`config.mk`:
```
export PLATFORM = sky130hd
export DESIGN_NAME = weighted_random_pick
export DESIGN_NICKNAME = d
export VERILOG_FILES = /design/src/design/wrp_pkg.sv /design/src/design/wrp_mem.sv /design/src/design/wrp_alu.sv /design/src/design/wrp_ctrl.sv /design/src/design/weighted_random_pick.sv
export VERILOG_INCLUDE_DIRS = /design/src /design/src/design
export SDC_FILE = /design/constraint.sdc
export NUM_CORES = 1
export LEC_CHECK = 0
export ABC_AREA = 0
export CORE_ASPECT_RATIO = 1.25
export CORE_MARGIN = 3
export CORE_UTILIZATION = 45
export CTS_BUF_LIST = sky130_fd_sc_hd__clkbuf_8
export CTS_CLUSTER_SIZE = 8
export DETAILED_ROUTE_END_ITERATION = 12
export DONT_BUFFER_PORTS = 1
export GPL_TIMING_DRIVEN = 0
export HOLD_SLACK_MARGIN = 0.12
export PLACE_DENSITY = 0.71
export SLEW_MARGIN = 30
export SYNTH_ARGS = -nofsm -noshare
export SYNTH_HDL_FRONTEND = slang
export SYNTH_SLANG_ARGS = --single-unit
```
`constraint.sdc`:
```
create_clock -name clk_i -period 5.8 [get_ports clk_i]
set_input_delay 0 -clock clk_i [delete_from_list [all_inputs] [get_ports clk_i]]
set_output_delay 0 -clock clk_i [all_outputs]
set_load 0.005 [all_outputs]
```
`src/design/weighted_random_pick_assert.svh`:
```
// assertion macros for the weighted random pick block
`ifndef WEIGHTED_RANDOM_PICK_ASSERT_SVH
`define WEIGHTED_RANDOM_PICK_ASSERT_SVH

`ifndef SYNTHESIS
`define WRP_ASSERT(lbl, clk, rstn, prop) \
  lbl: assert property (@(posedge clk) disable iff (!rstn) prop) \
    else $error("wrp assertion failed");
`define WRP_ASSERT_NORST(lbl, clk, prop) \
  lbl: assert property (@(posedge clk) prop) \
    else $error("wrp assertion failed");
`else
`define WRP_ASSERT(lbl, clk, rstn, prop)
`define WRP_ASSERT_NORST(lbl, clk, prop)
`endif

`endif

```
`src/design/wrp_pkg.sv`:
```
// shared constants, types and width helpers for the weighted random pick block
package wrp_pkg;

  localparam int MAX_ENTRIES_DEF = 64;

  localparam int IDX_W = 6;
  localparam int WGT_W = 16;
  localparam int RND_W = 31;
  localparam int TOT_W = 22;
  localparam int CNT_W = 7;

  localparam logic OP_WRITE = 1'b0;
  localparam logic OP_PICK  = 1'b1;

  typedef enum logic {
    ALU_ADD,
    ALU_SUB
  } alu_op_e;

  function automatic int addr_w(int n);
    return (n > 1) ? $clog2(n) : 1;
  endfunction

  function automatic int total_w(int n);
    return $clog2(n * ((1 << WGT_W) - 1) + 1);
  endfunction

endpackage

```
`src/design/wrp_mem.sv`:
```
// weight table memory, one write port and one registered read port
module wrp_mem #(
  parameter int DEPTH = wrp_pkg::MAX_ENTRIES_DEF,
  parameter int AW    = wrp_pkg::addr_w(wrp_pkg::MAX_ENTRIES_DEF)
) (
  input  logic                     clk_i,
  input  logic                     we_i,
  input  logic [AW-1:0]            waddr_i,
  input  logic [wrp_pkg::WGT_W-1:0] wdata_i,
  input  logic                     re_i,
  input  logic [AW-1:0]            raddr_i,
  output logic [wrp_pkg::WGT_W-1:0] rdata_o
);
  import wrp_pkg::*;

  logic [WGT_W-1:0] mem_q [DEPTH];
  logic [WGT_W-1:0] rdata_q;

  always_ff @(posedge clk_i) begin
    if (we_i) begin
      mem_q[waddr_i] <= wdata_i;
    end
  end

  always_ff @(posedge clk_i) begin
    if (re_i) begin
      rdata_q <= mem_q[raddr_i];
    end
  end

  assign rdata_o = rdata_q;

endmodule

```
`src/design/wrp_alu.sv`:
```
// shared add and subtract unit with borrow flag
module wrp_alu #(
  parameter int W = wrp_pkg::total_w(wrp_pkg::MAX_ENTRIES_DEF) + 1
) (
  input  wrp_pkg::alu_op_e op_i,
  input  logic [W-1:0]     a_i,
  input  logic [W-1:0]     b_i,
  output logic [W-1:0]     res_o,
  output logic             borrow_o
);
  import wrp_pkg::*;

  logic [W:0] ext;

  always_comb begin
    unique case (op_i)
      ALU_ADD: ext = {1'b0, a_i} + {1'b0, b_i};
      ALU_SUB: ext = {1'b0, a_i} - {1'b0, b_i};
      default: ext = '0;
    endcase
  end

  assign res_o    = ext[W-1:0];
  assign borrow_o = ext[W];

endmodule

```
`src/design/wrp_ctrl.sv`:
```
// sequencer for table clear, weight writes, sum, modulo and scan
`include "weighted_random_pick_assert.svh"

module wrp_ctrl #(
  parameter int MAX_ENTRIES = wrp_pkg::MAX_ENTRIES_DEF,
  parameter int AW          = wrp_pkg::addr_w(wrp_pkg::MAX_ENTRIES_DEF),
  parameter int RW          = wrp_pkg::total_w(wrp_pkg::MAX_ENTRIES_DEF) + 1
) (
  input  logic                      clk_i,
  input  logic                      rst_ni,
  input  logic                      start,
  output logic                      busy,
  input  logic                      operation_i,
  input  logic [wrp_pkg::IDX_W-1:0] entry_index_i,
  input  logic [wrp_pkg::WGT_W-1:0] entry_weight_i,
  input  logic [wrp_pkg::RND_W-1:0] random_value_i,
  input  logic                      cfg_we_i,
  input  logic [wrp_pkg::CNT_W-1:0] cfg_data_i,
  output logic                      mem_we_o,
  output logic [AW-1:0]             mem_waddr_o,
  output logic [wrp_pkg::WGT_W-1:0] mem_wdata_o,
  output logic                      mem_re_o,
  output logic [AW-1:0]             mem_raddr_o,
  input  logic [wrp_pkg::WGT_W-1:0] mem_rdata_i,
  output wrp_pkg::alu_op_e          alu_op_o,
  output logic [RW-1:0]             alu_a_o,
  output logic [RW-1:0]             alu_b_o,
  input  logic [RW-1:0]             alu_res_i,
  input  logic                      alu_borrow_i,
  output logic                      result_valid_o,
  output logic [wrp_pkg::IDX_W-1:0] server_index_o,
  output logic [wrp_pkg::TOT_W-1:0] total_weight_o
);
  import wrp_pkg::*;

  localparam int TW  = RW - 1;
  localparam int CW  = $clog2(MAX_ENTRIES + 1);
  localparam int DCW = $clog2(RND_W);

  typedef enum logic [2:0] {
    ST_CLEAR,
    ST_IDLE,
    ST_SUM,
    ST_DIV,
    ST_SCAN
  } state_e;

  state_e           state_q, state_d;
  logic [CNT_W-1:0] count_q, count_d;
  logic [CW-1:0]    n_q, n_d;
  logic [CW-1:0]    cnt_q, cnt_d;
  logic             pend_q, pend_d;
  logic [AW-1:0]    pidx_q, pidx_d;
  logic [TW-1:0]    acc_q, acc_d;
  logic [TW-1:0]    total_q, total_d;
  logic [TW-1:0]    rem_q, rem_d;
  logic [RND_W-1:0] rand_q, rand_d;
  logic [DCW-1:0]   dcnt_q, dcnt_d;
  logic             valid_q, valid_d;
  logic [IDX_W-1:0] sidx_q, sidx_d;

  logic          issue;
  logic          idx_ok;
  logic [RW-1:0] trial;

  assign idx_ok = 32'(entry_index_i) < MAX_ENTRIES;
  assign issue  = cnt_q < n_q;
  assign trial  = {rem_q, rand_q[RND_W-1]};

  always_comb begin
    state_d     = state_q;
    count_d     = count_q;
    n_d         = n_q;
    cnt_d       = cnt_q;
    pend_d      = pend_q;
    pidx_d      = pidx_q;
    acc_d       = acc_q;
    total_d     = total_q;
    rem_d       = rem_q;
    rand_d      = rand_q;
    dcnt_d      = dcnt_q;
    valid_d     = 1'b0;
    sidx_d      = sidx_q;
    mem_we_o    = 1'b0;
    mem_waddr_o = AW'(entry_index_i);
    mem_wdata_o = entry_weight_i;
    mem_re_o    = 1'b0;
    mem_raddr_o = cnt_q[AW-1:0];
    alu_op_o    = ALU_ADD;
    alu_a_o     = RW'(acc_q);
    alu_b_o     = RW'(mem_rdata_i);

    if (cfg_we_i) begin
      count_d = cfg_data_i;
    end

    unique case (state_q)
      ST_CLEAR: begin
        mem_we_o    = 1'b1;
        mem_waddr_o = cnt_q[AW-1:0];
        mem_wdata_o = '0;
        if (cnt_q == CW'(MAX_ENTRIES - 1)) begin
          cnt_d   = '0;
          state_d = ST_IDLE;
        end else begin
          cnt_d = cnt_q + CW'(1);
        end
      end
      ST_IDLE: begin
        if (start) begin
          if (operation_i == OP_WRITE) begin
            mem_we_o = idx_ok;
          end else begin
            rand_d  = random_value_i;
            n_d     = (32'(count_q) > MAX_ENTRIES) ? CW'(MAX_ENTRIES) : CW'(count_q);
            cnt_d   = '0;
            acc_d   = '0;
            pend_d  = 1'b0;
            state_d = ST_SUM;
          end
        end
      end
      ST_SUM: begin
        mem_re_o = issue;
        pend_d   = issue;
        if (issue) begin
          cnt_d = cnt_q + CW'(1);
        end
        if (pend_q) begin
          acc_d = alu_res_i[TW-1:0];
        end
        if (!issue && !pend_q) begin
          total_d = acc_q;
          if (acc_q == '0) begin
            sidx_d  = '0;
            valid_d = 1'b1;
            state_d = ST_IDLE;
          end else begin
            rem_d   = '0;
            dcnt_d  = DCW'(RND_W - 1);
            state_d = ST_DIV;
          end
        end
      end
      ST_DIV: begin
        alu_op_o = ALU_SUB;
        alu_a_o  = trial;
        alu_b_o  = RW'(total_q);
        rem_d    = alu_borrow_i ? trial[TW-1:0] : alu_res_i[TW-1:0];
        rand_d   = {rand_q[RND_W-2:0], 1'b0};
        if (dcnt_q == '0) begin
          cnt_d   = '0;
          pend_d  = 1'b0;
          state_d = ST_SCAN;
        end else begin
          dcnt_d = dcnt_q - DCW'(1);
        end
      end
      ST_SCAN: begin
        mem_re_o = issue;
        pend_d   = issue;
        alu_op_o = ALU_SUB;
        alu_a_o  = RW'(rem_q);
        alu_b_o  = RW'(mem_rdata_i);
        if (issue) begin
          cnt_d  = cnt_q + CW'(1);
          pidx_d = cnt_q[AW-1:0];
        end
        if (pend_q) begin
          if (alu_borrow_i) begin
            sidx_d  = IDX_W'(pidx_q);
            valid_d = 1'b1;
            state_d = ST_IDLE;
          end else begin
            rem_d = alu_res_i[TW-1:0];
          end
        end else if (!issue) begin
          sidx_d  = '0;
          valid_d = 1'b1;
          state_d = ST_IDLE;
        end
      end
      default: begin
        state_d = ST_IDLE;
      end
    endcase
  end

  always_ff @(posedge clk_i or negedge rst_ni) begin
    if (!rst_ni) begin
      state_q <= ST_CLEAR;
      count_q <= '0;
      cnt_q   <= '0;
      pend_q  <= 1'b0;
      valid_q <= 1'b0;
      n_q     <= '0;
      pidx_q  <= '0;
      acc_q   <= '0;
      total_q <= '0;
      rem_q   <= '0;
      rand_q  <= '0;
      dcnt_q  <= '0;
      sidx_q  <= '0;
    end else begin
      state_q <= state_d;
      count_q <= count_d;
      cnt_q   <= cnt_d;
      pend_q  <= pend_d;
      valid_q <= valid_d;
      n_q     <= n_d;
      pidx_q  <= pidx_d;
      acc_q   <= acc_d;
      total_q <= total_d;
      rem_q   <= rem_d;
      rand_q  <= rand_d;
      dcnt_q  <= dcnt_d;
      sidx_q  <= sidx_d;
    end
  end

  assign busy           = state_q != ST_IDLE;
  assign result_valid_o = valid_q;
  assign server_index_o = sidx_q;
  assign total_weight_o = TOT_W'(total_q);

  `WRP_ASSERT(a_strobe_single, clk_i, rst_ni, valid_q |=> !valid_q)
  `WRP_ASSERT(a_zero_total_index, clk_i, rst_ni, (valid_q && total_q == '0) |-> sidx_q == '0)
  `WRP_ASSERT(a_pick_goes_busy, clk_i, rst_ni, (start && !busy && operation_i == OP_PICK) |=> busy)
  `WRP_ASSERT(a_rem_below_total, clk_i, rst_ni, (state_q == ST_DIV) |-> rem_q < total_q)

endmodule

```
`src/design/weighted_random_pick.sv`:
```
// weighted random pick top level: table of weights, pick by random rank
// Transactions are accepted when start is high and busy is low. A write stores one
// weight and returns nothing. In a pick over the N active entries, the weights are
// summed one per cycle through the single read port of the table, the random value
// is reduced modulo the total one bit per cycle on the shared subtractor (31 steps),
// and the entries are scanned again one per cycle; a zero total returns index 0
// without the modulo and scan. The result shows for exactly one cycle on
// result_valid_o and cannot be stalled, so it must be captured then. After reset the
// table is cleared one entry per cycle with busy high; server_count writes are
// taken at any time.
module weighted_random_pick #(
  parameter int MAX_ENTRIES = wrp_pkg::MAX_ENTRIES_DEF
) (
  input  logic                      clk_i,
  input  logic                      rst_ni,
  input  logic                      start,
  output logic                      busy,
  input  logic                      operation_i,
  input  logic [wrp_pkg::IDX_W-1:0] entry_index_i,
  input  logic [wrp_pkg::WGT_W-1:0] entry_weight_i,
  input  logic [wrp_pkg::RND_W-1:0] random_value_i,
  input  logic                      cfg_we_i,
  input  logic [wrp_pkg::CNT_W-1:0] cfg_data_i,
  output logic                      result_valid_o,
  output logic [wrp_pkg::IDX_W-1:0] server_index_o,
  output logic [wrp_pkg::TOT_W-1:0] total_weight_o
);
  import wrp_pkg::*;

  localparam int AW = addr_w(MAX_ENTRIES);
  localparam int RW = total_w(MAX_ENTRIES) + 1;

  logic             mem_we;
  logic [AW-1:0]    mem_waddr;
  logic [WGT_W-1:0] mem_wdata;
  logic             mem_re;
  logic [AW-1:0]    mem_raddr;
  logic [WGT_W-1:0] mem_rdata;
  alu_op_e          alu_op;
  logic [RW-1:0]    alu_a;
  logic [RW-1:0]    alu_b;
  logic [RW-1:0]    alu_res;
  logic             alu_borrow;

  wrp_ctrl #(
    .MAX_ENTRIES(MAX_ENTRIES),
    .AW         (AW),
    .RW         (RW)
  ) u_ctrl (
    .clk_i         (clk_i),
    .rst_ni        (rst_ni),
    .start         (start),
    .busy          (busy),
    .operation_i   (operation_i),
    .entry_index_i (entry_index_i),
    .entry_weight_i(entry_weight_i),
    .random_value_i(random_value_i),
    .cfg_we_i      (cfg_we_i),
    .cfg_data_i    (cfg_data_i),
    .mem_we_o      (mem_we),
    .mem_waddr_o   (mem_waddr),
    .mem_wdata_o   (mem_wdata),
    .mem_re_o      (mem_re),
    .mem_raddr_o   (mem_raddr),
    .mem_rdata_i   (mem_rdata),
    .alu_op_o      (alu_op),
    .alu_a_o       (alu_a),
    .alu_b_o       (alu_b),
    .alu_res_i     (alu_res),
    .alu_borrow_i  (alu_borrow),
    .result_valid_o(result_valid_o),
    .server_index_o(server_index_o),
    .total_weight_o(total_weight_o)
  );

  wrp_mem #(
    .DEPTH(MAX_ENTRIES),
    .AW   (AW)
  ) u_mem (
    .clk_i  (clk_i),
    .we_i   (mem_we),
    .waddr_i(mem_waddr),
    .wdata_i(mem_wdata),
    .re_i   (mem_re),
    .raddr_i(mem_raddr),
    .rdata_o(mem_rdata)
  );

  wrp_alu #(
    .W(RW)
  ) u_alu (
    .op_i    (alu_op),
    .a_i     (alu_a),
    .b_i     (alu_b),
    .res_o   (alu_res),
    .borrow_o(alu_borrow)
  );

endmodule

```
==> run metrics, run 1 <==
result of the run completed; power per unit of standard cell area 499 nW/um^2; predominant post-synthesis flop cell sky130_fd_sc_hd__edfxtp_1; final worst clock skew 0.0411 ns; headroom to the max-slew limit 30.4%; critical setup path kind reg -> reg; unrepaired setup endpoints after global routing no; share of post-route cells with drive strength above 1 26.3%; H-tree depth 4; worst hold start entry_weight_i[13]; Seq/Total Area, Yosys 72.2%; Yosys top cell area share 64.9%; final cell area excluding filler cells roughly 56,000 um^2; post-DR wirelength/cell roughly 29 um; total length of routed wires 126,000 um; global-route congestion overflow total 0; maximum net fanout on the critical path 10; placed instance count approximately 3,900; Startpoint Class flip-flop; Commonest cells post-synth sky130_fd_sc_hd__edfxtp_1, sky130_fd_sc_hd__mux4_2, sky130_fd_sc_hd__nand2_1, sky130_fd_sc_hd__dfrtp_1, sky130_fd_sc_hd__nor2_1; clock buffer count from CTS between 150 and 200; antenna violations before repair 9; transition time at the pin with the least slew margin 1.04 ns; leading cell type by number of instances after synthesis sky130_fd_sc_hd__edfxtp_1; Yosys cell types 70; CP Data Arrival Time 6.24 ns; die extent in x 299 um; ratio of routed vias to standard cells 6.01; total track usage 22.9%; count of warnings emitted by yosys 0; static leakage 18.5 nW; Syn Inst Count 2,467; Post-Synthesis Net Count 2,565; worst-case clock buffer depth 3; growth of design area from synthesis to finish 15.5%; area enclosed by the die boundary 111,000 um^2; peak clock frequency supported by timing 0.181 GHz; global-route wire length before repair ~180,000 um; final count of negative-setup-slack endpoints 0; vertical extent of the die approximately 370 um; Syn Area/Cell 19.5 um^2; largest stage delay on the critical path 0.45 ns; crit-path cells and3b_1 > buf_2 > clkbuf_4 > buf_4 > mux2i_1 > ha_2 > o21ai_0 > nor2_1 > a21oi_1 > xor2_1 > mux2i_1 > ha_1 > nand3_1 > nor2_1 > a221o_1 > a31oi_4 > o211ai_2 > nand3_1 > a22oi_4 > buf_6 > a221o_1; placed wire-length estimate 83,100 um; count of buffer and inverter cells on the critical path 4; Post-DRT Antenna Nets 0; clock net sink count 1,180; post-placement cell area a little over 50,000 um^2; post-synth top area cell sky130_fd_sc_hd__edfxtp_1; total of flip-flops plus latches after synthesis ~1,200; DR DRC count 0; clock tree from TritonCTS yes; Starting DRT DRC Count 2,854; cell with the biggest individual delay on the critical path sky130_fd_sc_hd__dfrtp_1; first-pass iteration count of the detailed router 5; Tmin final between 5 and 6 ns; number of global-route vias before repair 27,200; number of non-filler instances in the completed layout 4,381; critical path capture point type flip-flop; NumNets Final 2,945; PortBufs 0; Setup Total Neg Slack 0 ns; number of vias after detailed routing 26,300; final max-slew violation count 0; core box area 106,000 um^2; dominant cells by area after synthesis sky130_fd_sc_hd__edfxtp_1, sky130_fd_sc_hd__mux4_2, sky130_fd_sc_hd__dfrtp_1; data required time at the worst endpoint between 6 and 7 ns; count of standard-cell rows 133; RePlAce Congestion 0.911; FFs w/ async S/R, synth 11.9%; class of the tightest hold or removal check in -> reg; Worst-Skew Late Latency 0.85 ns; number of synthesized flops with an enable pin about 1,000; max-capacitance violation count 0; number of failing hold endpoints at the final stage 0; io pins 95; start point of the critical path u_ctrl.state_q[2]; start of the worst register-to-register path u_ctrl.state_q[2]; initial standard-cell utilization of the core 45.5%; Period Utilization, post-route 95.2%; root buffer selected by CTS sky130_fd_sc_hd__clkbuf_8; largest net degree at the start of global routing 141; clock input transition at the sequential cells of the worst setup and hold paths around 0.060 ns; top cell family by delay on the critical path compound AO/OA/AOI/OAI gates; synthesized area 48,100 um^2; worst vdd rail ir drop around 560 uV
-- placed cells by master (no fill, tap or decap), types with 24 or more instances in the layout --
master,instances
sky130_fd_sc_hd__nor2_2,46
sky130_fd_sc_hd__nor2_1,52
sky130_fd_sc_hd__clkbuf_1,72
sky130_fd_sc_hd__inv_1,89
sky130_fd_sc_hd__ha_1,31
sky130_fd_sc_hd__o21ai_0,76
sky130_fd_sc_hd__mux4_2,336
sky130_fd_sc_hd__a21oi_1,39
sky130_fd_sc_hd__clkbuf_8,198
sky130_fd_sc_hd__mux2_2,35
sky130_fd_sc_hd__buf_6,24
sky130_fd_sc_hd__mux2i_1,46
sky130_fd_sc_hd__dlygate4sd3_1,146
sky130_fd_sc_hd__nand2_1,151
sky130_fd_sc_hd__edfxtp_1,1040
sky130_fd_sc_hd__dfrtp_1,138
-- stage by stage --
step,hold slack (ns),setup slack [ns],power [mW],util [%]
finish,0.213,0.278,27.8,52.6
global placement,-0.289,-0.0756,19.9,47.2
detailed placement,-0.288,-0.192,20.3,48.0
global route,0.187,0.00909,28.9,52.6
floorplan,-0.296,1.15,17.0,-
CTS,0.125,0.0713,27.7,52.6
-- cells by family after synthesis --
family,count (synthesis),share of synthesized area (%)
AND/OR/NAND/NOR,406,3.91
adder cells (fa/ha/maj),33,0.873
buffers and inverters,149,1.33
AO/OA/AOI/OAI,251,3.66
XOR/XNOR,31,0.564
multiplexers,417,17.5
flip-flops,1180,72.2
-- flip-flops by register name, summed over array words and instances (netlist names) --
register / count
u_ctrl.pend_q: 1
u_mem.rdata_o: 16
u_ctrl.dcnt_q: 5
u_mem.mem_q: 1024
u_ctrl.rand_q: 31
u_ctrl.total_weight_o: 22
u_ctrl.result_valid_o: 1
u_ctrl.server_index_o: 6
u_ctrl.state_q: 3
u_ctrl.count_q: 7
u_ctrl.acc_q: 22
u_ctrl.rem_q: 22
u_ctrl.pidx_q: 6
u_ctrl.cnt_q: 7
u_ctrl.n_q: 7
-- per-layer routing --
metal	vias up	share of wire [%]	GRT usage, %
met5	-	0.043	0
met4	8	3.3	8.30
met3	278	7.6	4.71
met2	1296	53	40.5
met1	13900	36	28.0
li1	10900	-	-
-- cell type report --
class                   count  area (um^2)
flip-flops and latches   1180        34700
diodes                      4         10.0
well taps                1417         1770
plain buffers             124          566
repair buffers            197         2170
multi-input cells        1138        13100
clock inverters           100          488
fillers                  8092        50100
inverters                  23         86.3
clock buffers             198         2730
-- report_power, final --
| part | internal [mW] | switching, mW | leakage, nW |
|---|---|---|---|
| registers | 10.6 | 0.491 | 11.2 |
| clock network | 3.15 | 3.15 | 1.88 |
| logic | 4.16 | 6.24 | 5.42 |
| total | 17.9 | 9.88 | 18.5 |
-- path summary, 6_finish.rpt --
path	endpoint	depth (start not counted)	slack, ns
max in group asynchronous	u_ctrl.state_q[0]	4	4.75
max reg2reg	u_ctrl.rem_q[17]	21	0.28
min	u_mem.mem_q[39][13]	3	0.21
max	u_ctrl.rem_q[17]	21	0.28
min reg2reg	u_ctrl.n_q[0]	2	0.51
min in group asynchronous	u_ctrl.rem_q[6]	4	0.39
-- worst register-to-register path, delay by kind of cell (launching register included) --
| kind | cells | cell delay [ns] |
|---|---|---|
| xor+xnor | 1 | 0.31 |
| flops | 1 | 0.45 |
| mux | 2 | 0.40 |
| compound gates | 7 | 1.60 |
| simple gates | 5 | 0.92 |
| buf+inv | 4 | 1.05 |
| fa+ha+maj | 2 | 0.65 |
-- timing repair --
action                                 in CTS  in global routing
endpoints found under the hold margin    1495                  0
setup endpoints to repair                  19                 28
buffers inserted                            0                  2
pin swaps                                   0                  1
hold buffers                              153                  0
gates resized for setup                     2                  4
Power figures use the tool's default switching activity.
==> run 2, diff against run 1 <==
--- a/config.mk
+++ b/config.mk
@@ -9,14 +9,14 @@
 export ABC_AREA = 0
 export CORE_ASPECT_RATIO = 1.25
 export CORE_MARGIN = 3
-export CORE_UTILIZATION = 45
+export CORE_UTILIZATION = 66
 export CTS_BUF_LIST = sky130_fd_sc_hd__clkbuf_8
 export CTS_CLUSTER_SIZE = 8
 export DETAILED_ROUTE_END_ITERATION = 12
 export DONT_BUFFER_PORTS = 1
 export GPL_TIMING_DRIVEN = 0
 export HOLD_SLACK_MARGIN = 0.12
-export PLACE_DENSITY = 0.71
+export PLACE_DENSITY = 0.93
 export SLEW_MARGIN = 30
 export SYNTH_ARGS = -nofsm -noshare
 export SYNTH_HDL_FRONTEND = slang
==> run metrics, run 2 (synthesis results as in run 1) <==
part of the power in registers 39.7%; final max-slew violation count 0; headroom to the max-slew limit 31.7%; io pins 95; ratio of routed vias to standard cells 7.32; power share of the combinational group 38.3%; initial standard-cell utilization of the core approximately 67%; Period Utilization, post-route 97.6%; top cell family by delay on the critical path compound AO/OA/AOI/OAI gates; maximum net fanout on the critical path 12; worst vdd rail ir drop 1190 uV; count of filler cells inserted in the layout around 3,500; antenna violations before repair 12; total track usage 37.8%; total length of routed wires approximately 140,000 um; cell depth of the worst flop-to-flop path 21; most common cell after layout, fill and taps aside sky130_fd_sc_hd__edfxtp_1; NumNets Final roughly 2,900; final worst clock skew 0.0768 ns; worst-case register-to-register setup slack 0.14 ns; die extent in x 248 um; most frequent cells in the layout sky130_fd_sc_hd__edfxtp_1, sky130_fd_sc_hd__mux4_2, sky130_fd_sc_hd__clkbuf_8; transition time at the pin with the least slew margin 1.02 ns; count of buffer and inverter cells on the critical path 4; DR DRC count 0; first-pass iteration count of the detailed router 6; Setup Total Neg Slack 0 ns; static leakage 18.2 nW; Switch Pwr 10.3 mW; global-route congestion overflow total 0; Tmin final about 5.7 ns; largest net degree at the start of global routing 141; class of the tightest hold or removal check in -> reg; worst-case clock buffer depth 3; critical setup path kind reg -> reg; critical path capture point type flip-flop; global-route wire length before repair 201,000 um; area enclosed by the die boundary 76,200 um^2; sum of internal, switching and leakage power 27.9 mW; vertical extent of the die just over 300 um; post-placement cell area around 50,000 um^2; final count of negative-setup-slack endpoints 0; data required time at the worst endpoint 6.58 ns; number of vias after detailed routing 28,300; start of the worst register-to-register path u_ctrl.state_q[1]; PortBufs 0; share of post-route cells with drive strength above 1 about 26%; worst hold start entry_weight_i[8]; result of the run completed; count of standard-cell rows 110; unrepaired setup endpoints after global routing no; post-DR wirelength/cell 36.4 um; internal portion of total power 17.7 mW; largest registers u_mem.mem_q x1024, u_ctrl.rand_q x31; Starting DRT DRC Count about 4,400; clock buffer count from CTS 176; clock input transition at the sequential cells of the worst setup and hold paths roughly 0.080 ns; number of failing hold endpoints at the final stage 0; Worst Hold End u_mem.mem_q[18][8]; power per unit of standard cell area 513 nW/um^2; core box area between 70,000 and 80,000 um^2; number of global-route vias before repair between 20,000 and 30,000; RePlAce Congestion 0.980; Hold Path Depth 2; Worst-Skew Late Latency 0.88 ns; dpl ws -0.288 ns; placed instance count 3,445; placed wire-length estimate 87,100 um; RR Endpoint u_ctrl.rem_q[8]; peak clock frequency supported by timing ~0.18 GHz; root buffer selected by CTS sky130_fd_sc_hd__clkbuf_8; register name with the most flops u_mem.mem_q; number of non-filler instances in the completed layout 3,866; Startpoint Class flip-flop; Post-DRT Antenna Nets 0; H-tree depth 4; cell with the biggest individual delay on the critical path sky130_fd_sc_hd__dfrtp_2; max-capacitance violation count 0; growth of design area from synthesis to finish 13.1%; clock net sink count 1,180; clock tree from TritonCTS yes; clock group share of total power 22.0%; CP Data Arrival Time about 6.4 ns; crit-path cells and3b_1 > buf_2 > buf_4 > buf_4 > mux2i_1 > ha_1 > o21ai_0 > nor2_1 > a21oi_1 > xor2_1 > mux2i_1 > ha_1 > nand3_1 > nor2_1 > a221o_1 > a31oi_4 > o21ai_2 > o2111a_1 > nor2_4 > buf_4 > a221o_1; flip-flop count of the largest register, all copies and words added ~1,000; most frequent cell on the critical path sky130_fd_sc_hd__buf_4; largest stage delay on the critical path 0.50 ns; fraction of power spent switching nets between 30 and 40%; final cell area excluding filler cells about 54,000 um^2; final worst setup slack 0.140 ns
[run 2: layer usage]
metal	vias to the layer above	routed length, um	track usage [%]
met5	-	13	0
met4	2	11400	23.2
met1	14100	42500	45.3
met3	613	16700	9.56
li1	10800	-	-
met2	2750	70100	62.1
[run 2: power by group through the flow]
stage | Sequential, mW | Combinational, mW | Clock (mW)
finish | 11.1 | 10.7 | 6.14
global route | 11.1 | 11.2 | 6.48
CTS | 11.0 | 10.3 | 6.11
detailed placement | 11.1 | 9.10 | 0
global placement | 11.1 | 8.40 | 0
floorplan | 10.9 | 6.06 | 0
[run 2: final cells by class]
| type | count | area [um^2] | area share, % |
|---|---|---|---|
| diodes | 13 | 32.5 | 0.0598 |
| plain buffers | 124 | 562 | 1.03 |
| clock buffers | 184 | 2530 | 4.65 |
| clock inverters | 85 | 445 | 0.818 |
| inverters | 23 | 86.3 | 0.159 |
| multi-input cells | 1138 | 13100 | 24.0 |
| flip-flops and latches | 1180 | 34700 | 63.8 |
| well taps | 952 | 1190 | 2.19 |
| repair buffers | 167 | 1800 | 3.30 |
[run 2: worst max path at each step]
stage	startpoint	endpoint	cells after the start	slack (ns)
2_1_floorplan	u_ctrl.state_q[1]	u_ctrl.rem_q[11]	21	1.15
3_3_place_gp	u_ctrl.state_q[1]	u_ctrl.rem_q[15]	22	-0.12
3_5_place_dp	u_ctrl.state_q[1]	u_ctrl.rem_q[8]	22	-0.29
4_1_cts	u_ctrl.state_q[1]	u_ctrl.rem_q[8]	21	0.03
5_1_grt	u_ctrl.state_q[0]	u_ctrl.rem_q[8]	21	0.03
6_report	u_ctrl.state_q[1]	u_ctrl.rem_q[8]	21	0.14
[run 2: through the flow]
step / hold WS, ns / utilization [%]
detailed placement: -0.292 / 69.2
finish: 0.176 / 75.5
floorplan: -0.296 / -
CTS: 0.128 / 75.2
global route: 0.191 / 75.4
global placement: -0.293 / 68.4
[run 2: repair_timing]
action | 4_1_cts | 5_1_grt
cloned | 0 | 0
resized for setup | 2 | 8
hold endpoints to repair | 1299 | 0
endpoints found under the setup margin | 21 | 29
hold buffers | 137 | 0
pin swaps | 0 | 3
buffers inserted | 0 | 4
